## src/hw/rtl/rsc_pkg.sv

```systemverilog
// ----------------------------------------------------------------------------
// rsc_pkg
// Types and codes shared by the resource safety checker modules.
// ----------------------------------------------------------------------------
`default_nettype none

package rsc_pkg;

	localparam int CFG_DATA_W = 5;
	localparam int CFG_IDX_W  = 2;

	localparam logic [CFG_IDX_W-1:0] REG_PROCESS_COUNT  = 2'd0;
	localparam logic [CFG_IDX_W-1:0] REG_RESOURCE_COUNT = 2'd1;

	localparam logic [1:0] MODE_LOAD_ENTRY = 2'd0;
	localparam logic [1:0] MODE_LOAD_FREE  = 2'd1;
	localparam logic [1:0] MODE_RUN        = 2'd2;

	typedef struct packed {
		logic [1:0] mode;
		logic [3:0] process_index;
		logic [3:0] resource_index;
		logic [7:0] held_units;
		logic [7:0] max_units;
		logic [7:0] free_units;
	} item_t;

	typedef struct packed {
		logic       is_safe;
		logic [3:0] granted_process;
		logic       last;
	} result_t;

	typedef struct packed {
		logic init;
		logic shift;
	} cell_ctl_t;

	typedef enum logic [2:0] {
		ST_IDLE,
		ST_INIT,
		ST_PSEL,
		ST_CHECK,
		ST_ADD,
		ST_EMIT
	} state_t;

endpackage

`default_nettype wire

```

## src/hw/rtl/rsc_cell.sv

```systemverilog
// ----------------------------------------------------------------------------
// rsc_cell
// One resource slot of the work ring: free units and running work units.
// ----------------------------------------------------------------------------
`default_nettype none

module rsc_cell
	import rsc_pkg::*;
#(
	parameter int UNIT_BITS = 8,
	parameter int WORK_BITS = 13
) (
	input  wire logic                 clk,
	input  wire cell_ctl_t            ctl,
	input  wire logic                 load,
	input  wire logic [UNIT_BITS-1:0] load_data,
	input  wire logic                 in_use,
	input  wire logic [WORK_BITS-1:0] work_in,
	output logic      [WORK_BITS-1:0] work_out
);

	logic [UNIT_BITS-1:0] free_q;
	logic [WORK_BITS-1:0] work_q;

	always_ff @(posedge clk) begin
		if (load) begin
			free_q <= load_data;
		end
		if (ctl.init) begin
			work_q <= in_use ? WORK_BITS'(free_q) : '0;
		end else if (ctl.shift) begin
			work_q <= work_in;
		end
	end

	assign work_out = work_q;

endmodule

`default_nettype wire

```

## config.mk

```make
export PLATFORM = sky130hd
export DESIGN_NAME = rsc_cell
export DESIGN_NICKNAME = d
export VERILOG_FILES = /design/src/hw/rtl/rsc_pkg.sv /design/src/hw/rtl/rsc_cell.sv
export SDC_FILE = /design/constraint.sdc
export NUM_CORES = 1
export LEC_CHECK = 0
export BUFFER_PORTS_ARGS = -buffer_cell sky130_fd_sc_hd__buf_4
export CORE_UTILIZATION = 43
export CTS_CLUSTER_DIAMETER = 120
export DETAILED_ROUTE_END_ITERATION = 8
export PLACE_DENSITY_LB_ADDON = 0.2
export SYNTH_ARGS = -nofsm -noshare
export SYNTH_HDL_FRONTEND = slang
export SYNTH_SLANG_ARGS = --single-unit
```

## constraint.sdc

```tcl
create_clock -name clk -period 1 [get_ports clk]
set_input_delay 0.2 -clock clk [delete_from_list [all_inputs] [get_ports clk]]
set_output_delay 0.2 -clock clk [all_outputs]
set_load 0.05 [all_outputs]
```

==> results.py, run 1 <==
metrics = {
    "outcome": {
        "status": "finished, violations left",
        "violations": "negative setup slack",
    },
    "setup_path": {
        "crit_type": "reg2out",
        "end_kind": "primary output",
        "required_ns": 0.80,
        "arrival_ns": 0.87,
        "slowest_delay_ns": 0.40,
        "reg2reg_slack_ns": 0.15,
        "r2r-end": "work_out[3]",
        "reg2reg_depth": 1,
        "cp_num_buf_inv": 1,
        "worst_path_max_delay_cell": "edfxtp_1",
        "path_max_fanout": 1,
        "startpoint_type": "flop",
        "reg2reg_from": "free_q[3]",
        "critPathTopFamily": "flip-flops",
        "crit_chain": "buf_6",
    },
    "timing": {
        "max_slew_margin": 0.804,
        "finalCritPeriodShare": 1.07,
        "setup_viol": 13,
        "setup_tns_ns": -0.677,
        "fmax_mhz": 937,
        "rsz0062_at_grt": "yes",
        "hold_slack_ns": 0.0691,
        "period_needed_ns": 1.07,
        "finalClockSkew_ns": 0.00652,
        "slew_violations": 0,
        "setup_ws_ns": -0.0671,
        "worstMarginPinSlew_ns": 0.293,
        "hold_viol_final": 0,
    },
    "logic_synthesis": {
        "synth_common_cells": "edfxtp_1, a22o_1, and2b_2",
        "synth_top_area_share": 0.812,
        "syn_area_per_cell_um2": 19.4,
        "yosysWarnings": 0,
        "netlist_area_um2": 777,
        "synth.net_count": 66,
        "yosysTopAreaCell": "edfxtp_1",
        "ys_ff_latch": 21,
        "synth_async_sr_flop_share": 0,
        "synth.area.top_cells": "edfxtp_1, a22o_1, and2b_2",
        "yosysMostFrequentCell": "edfxtp_1",
        "synth_edf_count": 21,
        "synthCells": 40,
        "synth_cell_type_count": 9,
        "synth_seq_area_share": 0.812,
        "ys.flop_type": "edfxtp_1",
    },
    "floorplan": {
        "start_util": 0.487,
        "dieWidth_um": 44.5,
        "die-area_um2": 1980,
        "top_level_ports": 39,
        "die_h_um": 44.5,
        "std_cell_rows": 14,
        "coreArea_um2": 1590,
    },
    "clocking": {
        "htreeDepth": 1,
        "cts_sinks": 21,
        "cts_made_buffers": 3,
        "path_clk_slew_ns": 0.11,
        "clk_latency_ns": 0.30,
        "cts_root_buf": "clkbuf_4",
        "cts_tree": "yes",
        "clock_path_buffers": 2,
    },
    "place": {
        "gp_congestion": 0.731,
        "dp_hpwl_um": 903,
        "post-place-cells": 103,
        "port-buffer-count": 38,
    },
    "routing": {
        "drt_iter0_markers": 3,
        "first_pass_iters": 3,
        "wl_um": 1170,
        "antenna_left": 0,
        "routed_via_density": 4.33,
        "drc": 0,
        "num_vias": 463,
        "wl_per_cell_um": 10.9,
    },
    "finish": {
        "seqCellArea_um2": 631,
        "diodes": 0,
        "layout-drive-gt1-share": 0.590,
        "fillers": 109,
        "instances_no_fill": 107,
        "multi_input_area_um2": 128,
        "synthToLayoutAreaGrowth_pct": 50.7,
        "nNetsFinal": 110,
    },
    "flow_run": {
        "max_cap_viol_count": 0,
    },
    "hold_path": {
        "holdPathEnd": "free_q[5]",
        "holdCritStartpoint": "load_data[5]",
        "hold_depth": 1,
        "hold_class": "in2reg",
    },
    "power_and_ir_drop": {
        "p_per_area_nw_per_um2": 1620,
        "irDropWorstVdd_mv": 1.18,
        "p_leak_nw": 0.509,
    },
    "global_routing": {
        "overflow": 0,
        "grt_pass1_wl_um": 1750,
        "grt_pass1_vias": 428,
        "antenna_found_initial": 0,
        "grt_max_degree": 14,
        "grt_use_total": 0.137,
    },
}
[worst max-delay path by stage]
stage	from	end	cells after the start
floorplan	ctl[1]	work_out[0]	3
global placement	ctl[1]	work_out[11]	2
finish	work_out[5]	work_out[5]	1
CTS	work_out[5]	work_out[5]	1
global route	work_out[1]	work_out[1]	1
detailed placement	ctl[1]	work_out[11]	2
[placed cells by master, fill, tap and decap left out]
cell,count
and2_1,1
inv_1,2
edfxtp_1,21
buf_4,27
o21ai_0,1
clkbuf_1,1
or2_2,1
nand3_1,1
clkbuf_4,3
and2b_2,5
a22o_1,7
buf_6,13
[power by group]
part	internal, W	total, W	switching (W)	leakage, nW
combinational	0.000185	0.000423	0.000237	0.278
clock	0.000155	0.000390	0.000235	0.0150
sequential	0.00106	0.00108	0.0000262	0.216
[logic make-up (layout without fill, tap and decap cells)]
group | after synthesis | after routing | synth area share
AND/OR/NAND/NOR | 8 | 8 | 0.0789
AO/OA/AOI/OAI | 8 | 8 | 0.0853
flip-flops | 21 | 21 | 0.812
buffers and inverters | 3 | 46 | 0.0242
[metrics by stage]
stage                     utilization  area [um^2]  total power (W)  setup slack (ns)
after floorplan                     -          777          0.00132             0.122
after global placement          0.688         1100          0.00148           -0.0334
after detailed placement        0.688         1100          0.00149           -0.0517
after CTS                       0.735         1170          0.00191           -0.0747
after global routing            0.735         1170          0.00196            -0.103
final                           0.735         1170          0.00189           -0.0671
[registers in the layout, indices dropped and copies added, names as in the netlist]
register	count
free_q	8
work_out	13
[area by class of cell]
cell class	count	share of cell area
clock buffer	4	0.0224
timing repair buffer	40	0.298
multi-input combinational	16	0.109
inverter	2	0.00641
tap	24	0.0256
sequential	21	0.538
[timing repair]
item | CTS | global route
resized for setup | 13 | 0
endpoints found under the setup margin | 13 | 13
hold buffers | 0 | 0
setup buffers | 0 | 0
hold endpoints to repair | 0 | 0
[per-layer routing]
| layer | routed length (um) | track usage | up-vias |
|---|---|---|---|
| met1 | 394 | 0.116 | 194 |
| met2 | 674 | 0.259 | 24 |
| met4 | 34 | 0.0909 | 0 |
| met3 | 69 | 0.0490 | 4 |
| met5 | 0 | 0 | - |
| li1 | - | - | 241 |
Power figures use the tool's default switching activity.
==> run 2: changes to the inputs <==
- ABC_AREA: default -> 1
==> run 2 against run 1 <==
Net effect:
- the run still ends with negative setup slack left
- hold slack lost 0.010 ns
- highest routed layer unchanged
- design area grew 0.64%
- critical path depth is the same
- core utilization shrank 5.2 points
- routed wire length grew 7.7%
- die area grew 2.9%
- setup slack lost 0.035 ns
==> results.py, run 2 <==
metrics = {
    "outcome": {
        "status": "finished, violations left",
        "violations": "negative setup slack",
    },
    "clocking": {
        "htreeDepth": 1,
        "clk_latency_ns": 0.31,
        "cts_made_buffers": 3,
        "cts_tree": "yes",
        "clock_path_buffers": 2,
        "cts_sinks": 21,
        "cts_root_buf": "clkbuf_4",
        "path_clk_slew_ns": 0.12,
        "holdBufCountCts": 0,
    },
    "finish": {
        "nNetsFinal": 127,
        "instances_no_fill": 125,
        "diodes": 0,
        "layout-drive-gt1-share": 0.440,
        "largest_reg_flops": 13,
        "synthToLayoutAreaGrowth_pct": 47.2,
        "layout_commonest_cell": "buf_4",
        "final_cell_mix": "buf_4, edfxtp_1, nand2_1, buf_6, nand3_1",
    },
    "logic_synthesis": {
        "ys_ff_latch": 21,
        "syn_area_per_cell_um2": 13.6,
        "synth_edf_count": 21,
        "synthCells": 59,
        "yosysWarnings": 0,
        "yosysMostFrequentCell": "edfxtp_1",
        "ys.flop_type": "edfxtp_1",
        "synth.area.top_cells": "edfxtp_1, nand2_1, nand3_1",
        "synth_async_sr_flop_share": 0,
        "yosysTopAreaCell": "edfxtp_1",
        "synth_cell_type_count": 7,
        "synth.net_count": 85,
        "netlist_area_um2": 801,
        "synth_seq_area_share": 0.787,
        "synth_top_area_share": 0.787,
        "synth_common_cells": "edfxtp_1, nand2_1, nand3_1",
    },
    "timing": {
        "worstMarginPinSlew_ns": 0.294,
        "finalCritPeriodShare": 1.10,
        "rsz0062_at_grt": "yes",
        "hold_viol_final": 0,
        "finalClockSkew_ns": 0.00788,
        "period_needed_ns": 1.10,
        "max_slew_margin": 0.804,
        "slew_violations": 0,
        "setup_viol": 13,
        "setup_ws_ns": -0.102,
        "hold_slack_ns": 0.0587,
        "fmax_mhz": 907,
    },
    "global_routing": {
        "grt_pass1_vias": 485,
        "antenna_found_initial": 0,
        "grt_use_total": 0.139,
        "grt_pass1_wl_um": 1890,
        "grt_max_degree": 15,
        "overflow": 0,
    },
    "floorplan": {
        "dieWidth_um": 45.2,
        "coreArea_um2": 1730,
        "start_util": 0.464,
        "die_h_um": 45.2,
        "std_cell_rows": 15,
        "die-area_um2": 2040,
        "top_level_ports": 39,
    },
    "place": {
        "dp_hpwl_um": 926,
        "post-place-cells": 121,
        "port-buffer-count": 38,
        "gp_congestion": 0.710,
    },
    "routing": {
        "wl_per_cell_um": 10.1,
        "wl_met2_um": 724,
        "drt_iter0_markers": 5,
        "wl_met1_um": 438,
        "wl_um": 1260,
        "antenna_left": 0,
        "dr_wl_met3_um": 71,
        "routed_via_density": 4.43,
        "top_layer": "met4",
        "drc": 0,
        "first_pass_iters": 4,
        "num_vias": 554,
    },
    "setup_path": {
        "crit_type": "reg2out",
        "startpoint_type": "flop",
        "cp_num_buf_inv": 1,
        "end_kind": "primary output",
        "crit_chain": "buf_6",
        "worst_path_max_delay_cell": "edfxtp_1",
        "slowest_delay_ns": 0.42,
        "required_ns": 0.80,
        "critPathTopFamily": "flip-flops",
        "arrival_ns": 0.90,
        "path_max_fanout": 1,
    },
    "flow_run": {
        "max_cap_viol_count": 0,
    },
    "power_and_ir_drop": {
        "p_per_area_nw_per_um2": 1620,
        "p_leak_nw": 0.549,
        "irDropWorstVdd_mv": 0.849,
    },
    "hold_path": {
        "hold_class": "in2reg",
    },
}
## run 2: cell type report
cell class	count	area, um^2
Sequential cell	21	631
Fill cell	137	548
Timing Repair Buffer	39	342
Multi-Input combinational cell	30	125
Tap cell	25	31.3
Clock buffer	3	22.5
Inverter	6	22.5
Clock inverter	1	5.00
## run 2: stage by stage
step	worst slack (ns)	util	power [W]	setup TNS (ns)	area (um^2)
after floorplan	0.124	-	0.00133	0	801
after global placement	-0.0214	0.638	0.00148	-0.275	1100
after detailed placement	-0.0361	0.638	0.00149	-0.466	1100
after CTS	-0.117	0.683	0.00192	-0.967	1180
after global routing	-0.140	0.683	0.00198	-1.29	1180
final	-0.102	0.683	0.00191	-0.851	1180
## run 2: layer usage
metal / vias to the layer above / GRT usage
li1: 280 / -
met1: 244 / 0.126
met2: 26 / 0.264
met3: 4 / 0.0240
met4: 0 / 0.109
met5: - / 0
## run 2: kinds of logic (layout without fill, tap and decap cells)
logic type | count (synthesis) | after routing | synth area share
buffers and inverters | 8 | 49 | 0.0562
flip-flops | 21 | 21 | 0.787
AND/OR/NAND/NOR | 30 | 30 | 0.156
## run 2: timing repair
| action | in CTS | in global routing |
|---|---|---|
| endpoints found under the setup margin | 13 | 13 |
| gates resized for setup | 13 | 0 |
| buffers inserted | 0 | 0 |
| hold endpoints to repair | 0 | 0 |
## run 2: path summary, 6_finish.rpt
check | startpoint | to | slack, ns | cells past startpoint
min reg2reg | free_q[0] | work_out[0] | 0.55 | 2
max | work_out[0] | work_out[0] | -0.10 | 1
min | load_data[3] | free_q[3] | 0.06 | 1
max reg2reg | free_q[2] | work_out[2] | 0.24 | 2
## run 2: where the power goes
part           switching (W)  internal [W]
sequential         0.0000275       0.00106
clock               0.000253      0.000149
combinational       0.000250      0.000172
==> run 3: changes to the inputs <==
--- a/config.mk
+++ b/config.mk
@@ -6,5 +6,4 @@
 export NUM_CORES = 1
 export LEC_CHECK = 0
-export ABC_AREA = 1
 export BUFFER_PORTS_ARGS = -buffer_cell sky130_fd_sc_hd__buf_4
 export CORE_UTILIZATION = 43
==> constraint.sdc (replaced) <==
create_clock -name clk -period 1 [get_ports clk]
set_input_delay 0.1 -clock clk [delete_from_list [all_inputs] [get_ports clk]]
set_output_delay 0.1 -clock clk [all_outputs]
set_load 0.05 [all_outputs]
==> run 3 against run 2 <==
Net effect:
- the run now ends clean
- largest cell class unchanged
- core utilization up 7.2 points
- sequential share of layout area shrank 1.1 points
- first-iteration DRC count grew to 2.6 times the previous value
- cell count is 9.6% lower
- register-to-register slack worse by 0.08 ns
- count of clock-buffer cells in the layout increased by 1
- routed wire length up 11%
- largest power group unchanged
- clock power fell by 2%
- global-route usage rose by 1.9 points
- critical path type unchanged
==> results.py, run 3 (synthesis gave the netlist of run 1 again) <==
metrics = {
    "finish": {
        "synthToLayoutAreaGrowth_pct": 54.8,
        "fillers": 93,
        "diodes": 0,
        "final_core_util": 0.754,
        "largest_reg_flops": 13,
        "final_cell_mix": "buf_4, edfxtp_1, dlygate4sd3_1, a22o_1, and2b_2",
        "layout-drive-gt1-share": 0.528,
        "nNetsFinal": 116,
        "layout_commonest_cell": "buf_4",
    },
    "flow_run": {
        "max_cap_viol_count": 0,
    },
    "floorplan": {
        "top_level_ports": 39,
        "dieWidth_um": 44.5,
        "std_cell_rows": 14,
        "coreArea_um2": 1590,
        "start_util": 0.487,
        "die_h_um": 44.5,
        "die-area_um2": 1980,
    },
    "setup_path": {
        "critPathTopFamily": "flip-flops",
        "cp_num_buf_inv": 1,
        "crit_chain": "buf_4",
        "crit_type": "reg2out",
        "worst_path_max_delay_cell": "edfxtp_1",
        "path_max_fanout": 1,
        "required_ns": 0.90,
        "arrival_ns": 0.87,
        "startpoint_type": "flop",
        "slowest_delay_ns": 0.38,
        "end_kind": "primary output",
    },
    "clocking": {
        "cts_sinks": 21,
        "clock_path_buffers": 2,
        "cts_made_buffers": 3,
        "path_clk_slew_ns": 0.11,
        "htreeDepth": 1,
        "cts_root_buf": "clkbuf_4",
        "clk_latency_ns": 0.30,
        "cts_tree": "yes",
    },
    "global_routing": {
        "grt_pass1_wl_um": 2080,
        "antenna_found_initial": 0,
        "grt_use_total": 0.158,
        "grt_pass1_vias": 511,
        "overflow": 0,
        "grt_max_degree": 14,
    },
    "outcome": {
        "status": "complete, no violations",
    },
    "power_and_ir_drop": {
        "irDropWorstVdd_mv": 1.15,
        "p_per_area_nw_per_um2": 1580,
        "p_leak_nw": 0.523,
    },
    "routing": {
        "routed_via_density": 4.62,
        "antenna_left": 0,
        "wl_um": 1390,
        "drt_iter0_markers": 13,
        "wl_per_cell_um": 12.3,
        "drc": 0,
        "num_vias": 522,
        "first_pass_iters": 4,
    },
    "timing": {
        "finalCritPeriodShare": 0.973,
        "worstMarginPinSlew_ns": 0.290,
        "hold_viol_final": 0,
        "setup_tns_ns": 0,
        "setup_viol": 0,
        "period_needed_ns": 0.973,
        "finalClockSkew_ns": 0.000833,
        "slew_violations": 0,
        "max_slew_margin": 0.807,
        "rsz0062_at_grt": "yes",
        "fmax_mhz": 1030,
    },
    "place": {
        "gp_congestion": 0.732,
        "port-buffer-count": 38,
        "dp_hpwl_um": 925,
    },
    "hold_path": {
        "hold_class": "in2reg",
    },
}
run 3: power by group:
part / switching [W] / internal [W] / leakage [nW]
combinational: 0.000246 / 0.000180 / 0.291
clock: 0.000239 / 0.000156 / 0.0150
sequential: 0.0000223 / 0.00105 / 0.216
total: 0.000507 / 0.00139 / 0.523
run 3: layer usage:
metal / GRT usage / part of all wire / vias to the layer above
met5: 0 / 0 / -
met1: 0.124 / 0.34 / 240
met2: 0.335 / 0.59 / 25
met4: 0.0909 / 0.026 / 0
met3: 0.0286 / 0.052 / 5
li1: - / - / 252
run 3: worst paths after layout:
check | from | end | slack (ns) | cells after the start
max | work_out[8] | work_out[8] | 0.03 | 1
min | load | free_q[4] | 0.07 | 1
max reg2reg | free_q[2] | work_out[2] | 0.16 | 1
min reg2reg | free_q[4] | work_out[4] | 0.56 | 1
run 3: what timing repair did:
item / 4_1_cts / 5_1_grt
hold endpoints to repair: 8 / 0
buffers inserted: 0 / 0
endpoints found under the setup margin: 0 / 4
hold buffers: 8 / 0
gates resized for setup: 0 / 4
run 3: final cells by class:
class	count	area, um^2	area share
Multi-Input combinational cell	16	128	0.106
Sequential cell	21	631	0.524
Clock buffer	4	26.3	0.0219
Timing Repair Buffer	46	380	0.316
Inverter	2	7.51	0.00624
Tap cell	24	30.0	0.0250
run 3: per-stage QoR:
step           hold slack (ns)  area, um^2  cells  total power (W)  worst slack, ns
2_1_floorplan            0.199         777     40          0.00132            0.222
3_3_place_gp             0.278        1080    101          0.00148           0.0472
3_5_place_dp             0.279        1080    101          0.00149           0.0294
4_1_cts                 0.0670        1190    113          0.00189          0.00474
5_1_grt                 0.0748        1200    113          0.00196         -0.00970
6_report                0.0684        1200    113          0.00190           0.0268
